$ cat src/hbd_pkg.sv
package hbd_pkg;

    localparam int unsigned ByteBits   = 8;
    localparam int unsigned PosBits    = 4;
    localparam int unsigned RunBits    = 3;

    localparam logic [RunBits-1:0] RunFirst = 3'd1;
    localparam logic [RunBits-1:0] RunStuff = 3'd5;
    localparam logic [RunBits-1:0] RunFlag  = 3'd6;
    localparam logic [RunBits-1:0] RunAbort = 3'd7;

    localparam logic [PosBits-1:0] PosFull  = 4'd8;
    localparam logic [PosBits-1:0] PosFirst = 4'd1;

    localparam logic [ByteBits-1:0] ReplyByteIndex = 8'd3;
    localparam logic [ByteBits-1:0] NoReplyCodeA   = 8'd3;
    localparam logic [ByteBits-1:0] NoReplyCodeB   = 8'd5;

    typedef struct packed {
        logic [ByteBits-1:0] data_byte;
        logic                in_frame;
        logic                reply_decided;
        logic                reply_request;
    } hbd_result_t;

    typedef struct packed {
        logic        emit;
        hbd_result_t result;
    } hbd_emit_t;

    function automatic logic [ByteBits-1:0] mirror8(input logic [ByteBits-1:0] x);
        logic [ByteBits-1:0] r;
        for (int i = 0; i < ByteBits; i++)
        begin
            r[i] = x[ByteBits-1-i];
        end
        return r;
    endfunction

endpackage

$ cat src/hbd_in_if.sv
interface hbd_in_if;
    logic valid;
    logic ready;
    logic line_bit;

    modport source (output valid, output line_bit, input ready);
    modport sink (input valid, input line_bit, output ready);
endinterface

$ cat src/hbd_out_if.sv
interface hbd_out_if;
    logic       valid;
    logic       ready;
    logic [7:0] data_byte;
    logic       in_frame;
    logic       reply_decided;
    logic       reply_request;

    modport source (output valid, output data_byte, output in_frame,
                    output reply_decided, output reply_request, input ready);
    modport sink (input valid, input data_byte, input in_frame,
                  input reply_decided, input reply_request, output ready);
endinterface

$ cat src/hdlc_bit_destuff_receiver.sv
// HDLC bit-destuffing receiver.
// Channel line: one sampled line bit per request (valid/ready/line_bit).
// Channel rx: one decoded byte per request, with in_frame, reply_decided
//   and reply_request; a byte comes out after every eighth kept bit, so
//   most line bits produce no rx request.
// cfg_we/cfg_wdata write invert_input; write it only while idle.
// Throughput: one line bit per cycle unless stalled; the per-bit decode is a single pass
//   of logic in front of the result register.
// Latency: a byte is valid on rx the cycle after the line bit that
//   completes it is taken.
// Reset: frame state clears, the byte count is armed and invert_input
//   reads 1; the result register is empty.
// Stall: while rx holds a byte that is not taken, line.ready drops and
//   the decoder state holds; line.ready is high whenever the result
//   register is empty or is being drained in the same cycle.
module hdlc_bit_destuff_receiver
    import hbd_pkg::*;
(
    input  logic      clk,
    input  logic      rst_n,
    hbd_in_if.sink    line,
    hbd_out_if.source rx,
    input  logic      cfg_we,
    input  logic      cfg_wdata
);

    logic      invert_input_reg;
    logic      can_take;
    logic      accept;
    hbd_emit_t emit;

    always_ff @(posedge clk or negedge rst_n)
    begin
        if (!rst_n)
        begin
            invert_input_reg <= 1'b1;
        end
        else if (cfg_we)
        begin
            invert_input_reg <= cfg_wdata;
        end
    end

    assign line.ready = can_take;
    assign accept     = line.valid && can_take;

    hbd_decoder u_decoder (
        .clk      (clk),
        .rst_n    (rst_n),
        .accept   (accept),
        .line_bit (line.line_bit),
        .invert   (invert_input_reg),
        .emit     (emit)
    );

    hbd_out_reg u_out_reg (
        .clk      (clk),
        .rst_n    (rst_n),
        .load     (accept && emit.emit),
        .result   (emit.result),
        .can_take (can_take),
        .rx       (rx)
    );

endmodule

$ cat src/hbd_decoder.sv
module hbd_decoder
    import hbd_pkg::*;
(
    input  logic      clk,
    input  logic      rst_n,
    input  logic      accept,
    input  logic      line_bit,
    input  logic      invert,
    output hbd_emit_t emit
);

    logic [ByteBits-1:0] shift_byte_reg, shift_byte_next;
    logic [RunBits-1:0]  ones_run_reg, ones_run_next;
    logic                stuff_pending_reg, stuff_pending_next;
    logic                frame_flag_reg, frame_flag_next;
    logic                abort_seen_reg, abort_seen_next;
    logic [PosBits-1:0]  bit_position_reg, bit_position_next;
    logic [ByteBits-1:0] frame_byte_count_reg, frame_byte_count_next;
    logic                count_armed_reg, count_armed_next;
    logic                reply_latched_reg, reply_latched_next;

    always_comb
    begin
        logic                b;
        logic [PosBits-1:0]  pos;
        logic [ByteBits-1:0] data;

        b    = line_bit ^ invert;
        data = '0;

        shift_byte_next       = {shift_byte_reg[ByteBits-2:0], b};
        ones_run_next         = ones_run_reg;
        stuff_pending_next    = stuff_pending_reg;
        frame_flag_next       = frame_flag_reg;
        abort_seen_next       = abort_seen_reg;
        pos                   = bit_position_reg;
        frame_byte_count_next = frame_byte_count_reg;
        count_armed_next      = count_armed_reg;
        reply_latched_next    = reply_latched_reg;
        emit                  = '0;

        if (b)
        begin
            ones_run_next = ones_run_reg + RunFirst;
            if (ones_run_next == RunFirst && !frame_flag_reg)
            begin
                pos = PosFirst;
            end
            else if (ones_run_next == RunStuff)
            begin
                stuff_pending_next = 1'b1;
            end
            else if (ones_run_next == RunFlag)
            begin
                stuff_pending_next = 1'b0;
                frame_flag_next    = ~frame_flag_reg;
            end
            else if (ones_run_next == RunAbort)
            begin
                stuff_pending_next = 1'b0;
                frame_flag_next    = 1'b0;
                abort_seen_next    = 1'b1;
                ones_run_next      = '0;
            end
        end
        else
        begin
            // drop the stuffed zero
            if (stuff_pending_reg)
            begin
                shift_byte_next    = {1'b0, shift_byte_reg[ByteBits-2:0]};
                pos                = bit_position_reg - PosFirst;
                stuff_pending_next = 1'b0;
            end
            else if (abort_seen_reg)
            begin
                frame_flag_next = 1'b0;
                abort_seen_next = 1'b0;
            end
            else if (frame_flag_reg && count_armed_reg)
            begin
                frame_byte_count_next = '0;
                count_armed_next      = 1'b0;
                reply_latched_next    = 1'b0;
            end
            if (!frame_flag_next)
            begin
                count_armed_next = 1'b1;
            end
            ones_run_next = '0;
        end

        bit_position_next = pos + PosFirst;

        if (bit_position_next == PosFull)
        begin
            data = mirror8(shift_byte_next);
            emit.emit = 1'b1;
            emit.result.data_byte = data;
            emit.result.in_frame  = frame_flag_next;
            if (!reply_latched_next && frame_flag_next)
            begin
                frame_byte_count_next = frame_byte_count_next + 8'd1;
                if (frame_byte_count_next == ReplyByteIndex)
                begin
                    reply_latched_next          = 1'b1;
                    emit.result.reply_decided   = 1'b1;
                    emit.result.reply_request   = (data != NoReplyCodeA) &&
                                                  (data != NoReplyCodeB);
                end
            end
            bit_position_next = '0;
        end
    end

    always_ff @(posedge clk or negedge rst_n)
    begin
        if (!rst_n)
        begin
            shift_byte_reg       <= '0;
            ones_run_reg         <= '0;
            stuff_pending_reg    <= 1'b0;
            frame_flag_reg       <= 1'b0;
            abort_seen_reg       <= 1'b0;
            bit_position_reg     <= '0;
            frame_byte_count_reg <= '0;
            count_armed_reg      <= 1'b1;
            reply_latched_reg    <= 1'b0;
        end
        else if (accept)
        begin
            shift_byte_reg       <= shift_byte_next;
            ones_run_reg         <= ones_run_next;
            stuff_pending_reg    <= stuff_pending_next;
            frame_flag_reg       <= frame_flag_next;
            abort_seen_reg       <= abort_seen_next;
            bit_position_reg     <= bit_position_next;
            frame_byte_count_reg <= frame_byte_count_next;
            count_armed_reg      <= count_armed_next;
            reply_latched_reg    <= reply_latched_next;
        end
    end

    a_pos_below_full: assert property (@(posedge clk) disable iff (!rst_n)
        bit_position_reg < PosFull)
        else $error("bit position reached a full byte");

    a_run_never_seven: assert property (@(posedge clk) disable iff (!rst_n)
        ones_run_reg != RunAbort)
        else $error("ones run held an abort count");

    a_request_needs_decision: assert property (@(posedge clk) disable iff (!rst_n)
        emit.result.reply_request |-> emit.result.reply_decided)
        else $error("reply request without decision");

    a_decision_latches: assert property (@(posedge clk) disable iff (!rst_n)
        accept && emit.emit && emit.result.reply_decided |=> reply_latched_reg)
        else $error("reply decision not latched");

endmodule

$ cat src/hbd_out_reg.sv
module hbd_out_reg
    import hbd_pkg::*;
(
    input  logic             clk,
    input  logic             rst_n,
    input  logic             load,
    input  hbd_result_t      result,
    output logic             can_take,
    hbd_out_if.source        rx
);

    logic        valid_reg, valid_next;
    hbd_result_t result_reg;

    assign can_take = !valid_reg || rx.ready;

    always_comb
    begin
        valid_next = valid_reg;
        if (rx.ready)
        begin
            valid_next = 1'b0;
        end
        if (load)
        begin
            valid_next = 1'b1;
        end
    end

    always_ff @(posedge clk or negedge rst_n)
    begin
        if (!rst_n)
        begin
            valid_reg <= 1'b0;
        end
        else
        begin
            valid_reg <= valid_next;
        end
    end

    always_ff @(posedge clk)
    begin
        if (load)
        begin
            result_reg <= result;
        end
    end

    assign rx.valid         = valid_reg;
    assign rx.data_byte     = result_reg.data_byte;
    assign rx.in_frame      = result_reg.in_frame;
    assign rx.reply_decided = result_reg.reply_decided;
    assign rx.reply_request = result_reg.reply_request;

endmodule
$ cat src/flat_wrapper.sv
// flat-port wrapper written by rule: the top's interface ports become plain ports
module hdlc_bit_destuff_receiver_flat import hbd_pkg::*;
  (clk, rst_n, cfg_we, cfg_wdata, line_valid, line_line_bit, line_ready, rx_valid, rx_data_byte, rx_in_frame, rx_reply_decided, rx_reply_request, rx_ready);
  hbd_in_if line_i ();
  hbd_out_if rx_i ();
  input  logic clk;
  input  logic rst_n;
  input  logic cfg_we;
  input  logic cfg_wdata;
  input wire logic [$bits(line_i.valid)-1:0] line_valid;
  input wire logic [$bits(line_i.line_bit)-1:0] line_line_bit;
  output wire logic [$bits(line_i.ready)-1:0] line_ready;
  output wire logic [$bits(rx_i.valid)-1:0] rx_valid;
  output wire logic [$bits(rx_i.data_byte)-1:0] rx_data_byte;
  output wire logic [$bits(rx_i.in_frame)-1:0] rx_in_frame;
  output wire logic [$bits(rx_i.reply_decided)-1:0] rx_reply_decided;
  output wire logic [$bits(rx_i.reply_request)-1:0] rx_reply_request;
  input wire logic [$bits(rx_i.ready)-1:0] rx_ready;
  assign line_i.valid = line_valid;
  assign line_i.line_bit = line_line_bit;
  assign line_ready = line_i.ready;
  assign rx_valid = rx_i.valid;
  assign rx_data_byte = rx_i.data_byte;
  assign rx_in_frame = rx_i.in_frame;
  assign rx_reply_decided = rx_i.reply_decided;
  assign rx_reply_request = rx_i.reply_request;
  assign rx_i.ready = rx_ready;
  hdlc_bit_destuff_receiver u_core (.clk(clk), .rst_n(rst_n), .line(line_i), .rx(rx_i), .cfg_we(cfg_we), .cfg_wdata(cfg_wdata));
endmodule
$ cat config.mk
export PLATFORM = sky130hd
export DESIGN_NAME = hdlc_bit_destuff_receiver_flat
export DESIGN_NICKNAME = d
export VERILOG_FILES = /design/src/hbd_pkg.sv /design/src/hbd_in_if.sv /design/src/hbd_out_if.sv /design/src/hdlc_bit_destuff_receiver.sv /design/src/hbd_decoder.sv /design/src/hbd_out_reg.sv /design/src/flat_wrapper.sv
export SDC_FILE = /design/constraint.sdc
export NUM_CORES = 1
export LEC_CHECK = 0
export ABC_AREA = 0
export BUFFER_PORTS_ARGS = -buffer_cell sky130_fd_sc_hd__buf_2
export CORE_ASPECT_RATIO = 0.7
export CORE_MARGIN = 2
export CORE_UTILIZATION = 39
export CTS_BUF_LIST = sky130_fd_sc_hd__clkbuf_8
export DETAILED_ROUTE_END_ITERATION = 8
export PLACE_DENSITY = 0.56
export SLEW_MARGIN = 10
export SYNTH_ARGS = -nofsm -noshare
export SYNTH_HDL_FRONTEND = slang
export SYNTH_SLANG_ARGS = --single-unit
$ cat constraint.sdc
create_clock -name clk -period 4.2 [get_ports clk]
set_input_delay 0.21 -clock clk [delete_from_list [all_inputs] [get_ports clk]]
set_output_delay 0.21 -clock clk [all_outputs]
set_load 0.01 [all_outputs]
==> results.md, run 1 <==
* Status: completed
* Post-cts sizing count at 0
* Critical path, cell by cell: xor2_1, nor2_1, a211oi_1, ha_1, o211ai_1, o2bb2ai_1, nand3b_4, or2_1, or4_1, nand3_1
* Setup violators final at 0
* Synthesized flop and latch total at 40
* Async SR Flop Fraction at 72.5%
* Diode count at 0
* Leak at 1.13 nW
* Area Overhead vs Synth at 11.5%
* Crit-path slowest cell: dfstp_2
* Core Region at 5810 um2
* Clk sinks at 40
* Tightest Pin Transition at 813 ps
* DRC Markers at 0
* Final core utilization at 45.7%
* Share of cells above drive strength 1 at 17.2%
* Clock transition at path regs at 80 ps
* Worst setup EP type: flop
* Via count at 1908
* Setup CP Type: flop to flop
* TritonCTS Buffers at 5
* Drt total wl at 5310 um
* IO Pins at 20
* DP Wirelength at 3820 um
* Worst vdd ir at 0.268 mV
* RR Startpoint: u_core.invert_input_reg
* Vias in the first global route at 1717
* Synth Flop Type: dfrtp_1
* DP Area at 2540 um2
* Die extent in y at 69.4 um
* Area of the multi-input gates at 1220 um2
* Total global routing track utilization at 16.3%
* RD Place Congestion at 0.848
* Synth Net Count at 266
* Min-delay src: cfg_wdata
* Final antenna-violating net count at 0
* Post-synth EDFFs at 11
* Drt pass-1 iters at 4
* Synthesized cell area at 2380 um2
* Fin area at 2660 um2
* Worst-path maximum fanout at 10
* Slew Limit Fails at 0
* FF-to-FF path depth at 10
* Crit path launch: u_core.invert_input_reg
* Fin. Hold Viols at 0
* WL/cell at 15.5 um
* Starting Density at 41.0%
* Arrival @ worst endpoint at 3810 ps
* Hold_ws at 147 ps
* Num rows at 23
* RSZ-0062 raised after global routing: no
* Port buffer count at 19
* Register Area at 1060 um2
* Clock latency on the worst-skew pair at 290 ps
* Setup crit start kind: flop
* Die X at 97.4 um
* Max Freq at 279 MHz
* Initial DRC count at 156
* Largest net degree at the start of global routing at 30
* Clock Skews at 7.53 ps
* Tmin final at 3580 ps
* # fillers at 572
* Power Density at 544 nW/um2
* Min-delay worst type: input pin to flop
* Non-filler cells, final at 343
* Max Cap Viol at 0
* TritonCTS clock tree: built
* Final setup TNS at 0 ps
* Mapped Avg Cell Area at 9.49 um2
* Relative slew margins at 45.3%
* R2R setup slack at 620 ps
* Cells after synthesis at 251
* First-pass GRT wire length at 8840 um
* Total Nets Final at 282
* Synthesis Warnings at 0
* Number of H-tree levels at 2
* Vias per inst at 5.56
* Crit path capture: u_core.u_decoder.frame_byte_count_reg[6]
* Worst path required time at 4430 ps
* Synth unique cells at 51
* R2r endpoint: u_core.u_decoder.frame_byte_count_reg[6]
* Clock tree buffer depth at 2
* Crit-path max cell delay at 600 ps
* GRT overflow at 0
* Initial antenna violation count at 0
* Seq/Total Area, Yosys at 44.4%
* Final period utilization at 85.2%
* Die area at 6760 um2
* Clock root cell: clkbuf_8
* Placed instance count at 334
==> where the power goes <==
group	leakage, nW	switching [W]	internal (W)
Combinational	0.589	0.000285	0.000229
Clock	0.0593	0.000133	0.000174
Sequential	0.479	0.000133	0.000491
Total	1.13	0.000551	0.000894
==> critical path, delay by kind of cell (launching register included) <==
family	cells	cell delay, ps
flip-flops	1	600
XOR/XNOR	1	480
adder cells (fa/ha/maj)	1	280
AO/OA/AOI/OAI	3	790
AND/OR/NAND/NOR	5	1360
==> repair_timing <==
item                                   in CTS  in global routing
setup endpoints to repair                   0                  0
endpoints found under the hold margin      27                  0
hold buffers                                1                  0
setup buffers                               0                  0
==> worst min path at each step <==
| stage | end | slack, ps | cells past startpoint |
|---|---|---|---|
| 3_3_place_gp | u_core.u_decoder.frame_byte_count_reg[3] | 300 | 1 |
| 5_1_grt | u_core.invert_input_reg | 140 | 2 |
| 3_5_place_dp | u_core.u_out_reg.rx.valid | 290 | 1 |
| 2_1_floorplan | u_core.u_decoder.abort_seen_reg | -90 | 0 |
| 4_1_cts | u_core.invert_input_reg | 140 | 2 |
| 6_report | u_core.invert_input_reg | 150 | 2 |
==> per-stage QoR <==
stage | power, W | setup WS, ps
after floorplan | 0.00101 | 837
after global placement | 0.00113 | 785
after detailed placement | 0.00114 | 669
after CTS | 0.00145 | 642
after global routing | 0.00156 | 302
final | 0.00144 | 622
==> synthesized netlist by cell type (7+ instances only) <==
master,number,area [um2]
a21oi_1,13,65.1
clkbuf_1,13,48.8
dfrtp_1,27,676
nand3_1,7,35.0
o21ai_0,19,95.1
nor2_1,19,71.3
inv_1,8,30.0
mux2_2,7,78.8
edfxtp_1,11,330
ha_1,8,100
nand2_1,34,128
nor4_1,9,56.3
==> cells in the final DEF, fill, tap and decap left out, drive strengths merged, types with 2 or more instances in the layout <==
master	synthesis	routed
nand2b	4	4
buf	4	25
nand3b	3	3
dfrtp	27	27
xnor2	6	6
and2	3	3
inv	8	9
nor3	2	2
nand2	35	35
a21o	2	2
o31ai	3	3
a31oi	3	3
nor4	9	9
ha	8	8
edfxtp	11	11
nand3	7	7
o31a	2	2
o21ai	20	20
a22o	4	4
dfstp	2	2
a31o	2	2
nand4	5	5
xor2	4	4
mux2	7	7
a211oi	2	2
o211ai	5	5
a21oi	13	13
nor2	19	19
or4	4	4
clkbuf	13	5
==> cells by family (layout without fill, tap and decap cells) <==
family	Yosys count	after routing	share of synthesized area (%)
buffers and inverters	25	42	4.52
flip-flops	40	40	44.4
adder cells (fa/ha/maj)	8	8	4.20
AO/OA/AOI/OAI	65	65	17.9
AND/OR/NAND/NOR	96	96	21.2
XOR/XNOR	10	10	4.46
multiplexers	7	7	3.31
==> layout make-up <==
cell class	count	share of cell area, %
multi-input combinational	186	45.8
inverter	8	1.13
clock inverter	3	1.46
clock buffer	5	2.59
sequential	40	39.8
tap	75	3.53
timing repair buffer	26	5.65
==> metal layers <==
| layer | vias to the layer above | track usage, % | routed length [um] |
|---|---|---|---|
| met1 | 911 | 27.2 | 2960 |
| li1 | 945 | - | - |
| met3 | 7 | 3.63 | 287 |
| met2 | 45 | 21.0 | 2030 |
| met4 | 0 | 3.40 | 39 |
| met5 | - | 0 | 0 |
No activity file was read; power rests on OpenSTA's default activity.
==> run 2: changes to the inputs <==
--- a/config.mk
+++ b/config.mk
@@ -12,7 +12,7 @@
 export CORE_UTILIZATION = 39
 export CTS_BUF_LIST = sky130_fd_sc_hd__clkbuf_8
 export DETAILED_ROUTE_END_ITERATION = 8
-export PLACE_DENSITY = 0.56
+export PLACE_DENSITY_LB_ADDON = 0.1
 export SLEW_MARGIN = 10
 export SYNTH_ARGS = -nofsm -noshare
 export SYNTH_HDL_FRONTEND = slang
==> constraint.sdc (replaced) <==
create_clock -name clk -period 4.2 [get_ports clk]
set_input_delay 0.42 -clock clk [delete_from_list [all_inputs] [get_ports clk]]
set_output_delay 0.42 -clock clk [all_outputs]
set_load 0.01 [all_outputs]
==> results.md, run 2 (synthesis gave the netlist of run 1 again) <==
* Status: completed
* Metal3 WL at 300 um
* Tightest Pin Transition at 761 ps
* Worst setup EP type: flop
* Share of cells above drive strength 1 at 16.9%
* Met1 wire length at 2970 um
* Via count at 1893
* Initial antenna violation count at 0
* Total global routing track utilization at 16.3%
* Power Density at 554 nW/um2
* Diode count at 0
* Clock tree buffer depth at 2
* Setup CP Type: flop to flop
* Final core utilization at 45.5%
* Min-delay worst type: input pin to asynchronous set/reset pin
* Setup violators final at 0
* First-pass GRT wire length at 8840 um
* Commonest non-fill, non-tap cell in the layout: nand2_1
* Die extent in y at 69.4 um
* Total Nets Final at 280
* Max Freq at 279 MHz
* Clock Skews at 5.07 ps
* Port buffer count at 19
* Slew Limit Fails at 0
* DP Wirelength at 3730 um
* WL/cell at 15.5 um
* Vias in the first global route at 1759
* Core Region at 5810 um2
* Num rows at 23
* DRC Markers at 0
* Drt pass-1 iters at 4
* DR top layer: met4
* Number of setup buffers added after CTS at 0
* Final antenna-violating net count at 0
* Final setup TNS at 0 ps
* Initial DRC count at 170
* Relative slew margins at 48.8%
* GRT overflow at 0
* Number of H-tree levels at 2
* Clock transition at path regs at 80 ps
* # hold bufs at CTS at 0
* Final WS setup at 613 ps
* Fin area at 2650 um2
* Pre-CTS WS at 660 ps
* TritonCTS Buffers at 5
* Fin. Hold Viols at 0
* Most frequent cells in the layout: nand2_1 (34), dfrtp_1 (27), nor2_1 (19), o21ai_0 (19), buf_2 (19)
* Clock latency on the worst-skew pair at 300 ps
* Starting Density at 41.0%
* Worst vdd ir at 0.184 mV
* Clock root cell: clkbuf_8
* Final Power at 0.00147 W
* Max Cap Viol at 0
* Die X at 97.4 um
* Post-cts sizing count at 0
* Tmin final at 3590 ps
* Final period utilization at 85.4%
* Vias per inst at 5.55
* Clk sinks at 40
* Worst-path maximum fanout at 12
* DP Area at 2530 um2
* Leak at 1.12 nW
* Setup crit start kind: flop
* Area Overhead vs Synth at 11.1%
* IO Pins at 20
* Worst path required time at 4440 ps
* RD Place Congestion at 0.823
* TritonCTS clock tree: built
* Largest net degree at the start of global routing at 30
* Drt total wl at 5300 um
* Die area at 6760 um2
* RSZ-0062 raised after global routing: no
* Arrival @ worst endpoint at 3830 ps
* WL met2 at 1980 um
run 2: worst paths after layout:
path	startpoint	to	slack (ps)	depth (start not counted)
worst max-delay path	u_core.invert_input_reg	u_core.u_decoder.frame_byte_count_reg[6]	610	12
worst min-delay path	rst_n	u_core.u_decoder.bit_position_reg[1]	160	1
worst max register to register	u_core.invert_input_reg	u_core.u_decoder.frame_byte_count_reg[6]	610	12
worst min register to register	u_core.u_decoder.reply_latched_reg	u_core.u_decoder.reply_latched_reg	520	2
max in group asynchronous	rst_n	u_core.u_decoder.abort_seen_reg	3590	1
min in group clk	cfg_wdata	u_core.invert_input_reg	350	2
run 2: where the power goes:
| part | leakage (nW) | switching, W | total, W | internal [W] |
|---|---|---|---|---|
| combinational | 0.580 | 0.000277 | 0.000503 | 0.000226 |
| sequential | 0.479 | 0.000136 | 0.000627 | 0.000491 |
| clock | 0.0588 | 0.000145 | 0.000337 | 0.000192 |
| total | 1.12 | 0.000558 | 0.00147 | 0.000908 |
run 2: metrics by stage:
step	cells	hold slack, ps
finish	341	159
global route	341	206
CTS	341	185
detailed placement	333	501
global placement	333	509
floorplan	251	124
run 2: final cells by class:
cell class | count | area, um2
Sequential cell | 40 | 1060
Multi-Input combinational cell | 186 | 1220
Fill cell | 564 | 3170
Clock buffer | 6 | 82.6
Clock inverter | 2 | 33.8
Timing Repair Buffer | 24 | 133
Tap cell | 75 | 93.8
Inverter | 8 | 30.0
run 2: worst max-delay path, cell delays in order, from the launching register on:
cell       delay (ps)
dfstp_2           600
xor2_1            220
nor2_1            300
buf_4             250
nor2_1             50
a211oi_1          220
ha_1              280
o211ai_1          110
o2bb2ai_1         370
nand3b_4          140
or2_1             350
or4_1             530
nand3_1            90
run 2: layer usage:
| layer | GRT usage (%) | up-vias |
|---|---|---|
| met4 | 5.09 | 0 |
| met3 | 4.44 | 4 |
| met2 | 20.3 | 50 |
| met1 | 26.3 | 895 |
| met5 | 0 | - |
| li1 | - | 944 |
==> run 3: changes to the inputs <==
--- a/config.mk
+++ b/config.mk
@@ -13,6 +13,7 @@
 export CTS_BUF_LIST = sky130_fd_sc_hd__clkbuf_8
 export DETAILED_ROUTE_END_ITERATION = 8
 export PLACE_DENSITY_LB_ADDON = 0.1
+export RECOVER_POWER = 50
 export SLEW_MARGIN = 10
 export SYNTH_ARGS = -nofsm -noshare
 export SYNTH_HDL_FRONTEND = slang
==> results.md, run 3 (synthesis gave the netlist of run 1 again) <==
* Diode count at 0
* Sw Share at 38.1%
* Setup crit start kind: flop
* Switching power at 0.000558 W
* Number of H-tree levels at 2
* Tightest Pin Transition at 1670 ps
* Clock root cell: clkbuf_8
* Clk sinks at 40
* Initial DRC count at 156
* Number of setup buffers added after CTS at 0
* Die extent in y at 69.4 um
* Clock network power share at 23.0%
* Relative slew margins at -11.1%
* Vias per inst at 5.53
* Drt total wl at 5330 um
* Via count at 1885
* Setup violators final at 0
* Max Freq at 273 MHz
* Clock tree buffer depth at 2
* RD Place Congestion at 0.823
* DP Wirelength at 3730 um
* R2R setup slack at 540 ps
* Final setup TNS at 0 ps
* Initial antenna violation count at 0
* Num rows at 23
* First-pass GRT wire length at 8840 um
* TritonCTS clock tree: built
* Die X at 97.4 um
* Clock Skews at 5.86 ps
* Tmin final at 3660 ps
* Power Internal at 0.000907 W
* Fin. Hold Viols at 0
* Share of cells above drive strength 1 at 11.3%
* Power Density at 557 nW/um2
* Vias in the first global route at 1759
* Crit path launch: u_core.invert_input_reg
* Largest net degree at the start of global routing at 30
* # hold bufs at CTS at 0
* Core Region at 5810 um2
* Violated checks: capacitance limit, slew limit
* Total Nets Final at 280
* Final core utilization at 45.2%
* RSZ-0062 raised after global routing: no
* Max Cap Viol at 1
* Min-delay worst type: input pin to flop
* Leak at 1.07 nW
* Arrival @ worst endpoint at 3900 ps
* RR Startpoint: u_core.invert_input_reg
* Port buffer count at 19
* Worst vdd ir at 0.183 mV
* DRC Markers at 0
* IO Pins at 20
* Final antenna-violating net count at 0
* Post-cts sizing count at 0
* Commonest non-fill, non-tap cell in the layout: nand2_1
* Total global routing track utilization at 16.3%
* Status: finished with violations
* Starting Density at 41.0%
* Clock transition at path regs at 80 ps
* Drt pass-1 iters at 4
* GRT overflow at 0
* Final Power at 0.00146 W
* Final period utilization at 87.2%
* Most frequent cells in the layout: nand2_1 (34), dfrtp_1 (27), nor2_1 (19), o21ai_0 (19), clkbuf_1 (14)
* Min-delay src: cfg_wdata
* Flop pwr share at 42.8%
* Worst setup EP type: flop
* Worst path required time at 4440 ps
* TritonCTS Buffers at 5
* Worst-path maximum fanout at 12
* WL/cell at 15.6 um
* Area Overhead vs Synth at 10.4%
* Die area at 6760 um2
* # fillers at 572
* Clock latency on the worst-skew pair at 300 ps
* Combinational share of power at 34.3%
* Slew Limit Fails at 30
* Setup CP Type: flop to flop
run 3: changes by cell type in the layout (fill, tap and decap cells not counted):
cell      delta
clkbuf_1    +14
dfstp_2      -1
dfstp_1      +1
buf_2       -14
run 3: path summary, 6_finish.rpt:
path	to	cells after the start
max	u_core.u_decoder.frame_byte_count_reg[6]	12
min	u_core.invert_input_reg	2
max reg2reg	u_core.u_decoder.frame_byte_count_reg[6]	12
min reg2reg	u_core.u_decoder.reply_latched_reg	2
max in group asynchronous	u_core.u_decoder.abort_seen_reg	1
min in group asynchronous	u_core.u_decoder.bit_position_reg[1]	1
run 3: worst max-delay path, stage by stage, from the launching register on:
cell and delay (ps):
dfstp_1 650, xor2_1 240, nor2_1 310, buf_4 250
nor2_1 50, a211oi_1 220, ha_1 280, o211ai_1 110
o2bb2ai_1 370, nand3b_4 140, or2_1 350, or4_1 530
nand3_1 90
run 3: power groups by stage:
stage          Combinational [W]  Sequential, W  Clock, W
2_1_floorplan           0.000445       0.000560         0
3_3_place_gp            0.000505       0.000632         0
3_5_place_dp            0.000499       0.000631         0
4_1_cts                 0.000504       0.000624  0.000344
5_1_grt                 0.000570       0.000646  0.000358
6_report                0.000502       0.000627  0.000336
run 3: metrics by stage:
stage / hold slack (ps) / cell area [um2] / cells / worst slack [ps]
floorplan: 124 / 2380 / 251 / 837
global placement: 509 / 2530 / 333 / 652
detailed placement: 501 / 2530 / 333 / 660
CTS: 185 / 2650 / 341 / 643
global route: 356 / 2630 / 341 / 225
finish: 358 / 2630 / 341 / 536
run 3: routing by layer:
layer  vias to the layer above  wire length, um  global-route usage (%)  share of wire, %
met5                         -                0                       0                 0
met4                         0               25                    5.09              0.47
met3                         4              335                    4.44               6.3
met2                        45             2000                    20.3                37
met1                       893             2970                    26.3                56
li1                        943                -                       -                 -
run 3: final cells by class:
type | instances | area, um2 | area share [%]
Inverter | 8 | 30.0 | 1.14
Tap cell | 75 | 93.8 | 3.57
Clock inverter | 2 | 33.8 | 1.28
Multi-Input combinational cell | 186 | 1220 | 46.2
Clock buffer | 6 | 82.6 | 3.14
Timing Repair Buffer | 24 | 115 | 4.38
Sequential cell | 40 | 1060 | 40.2
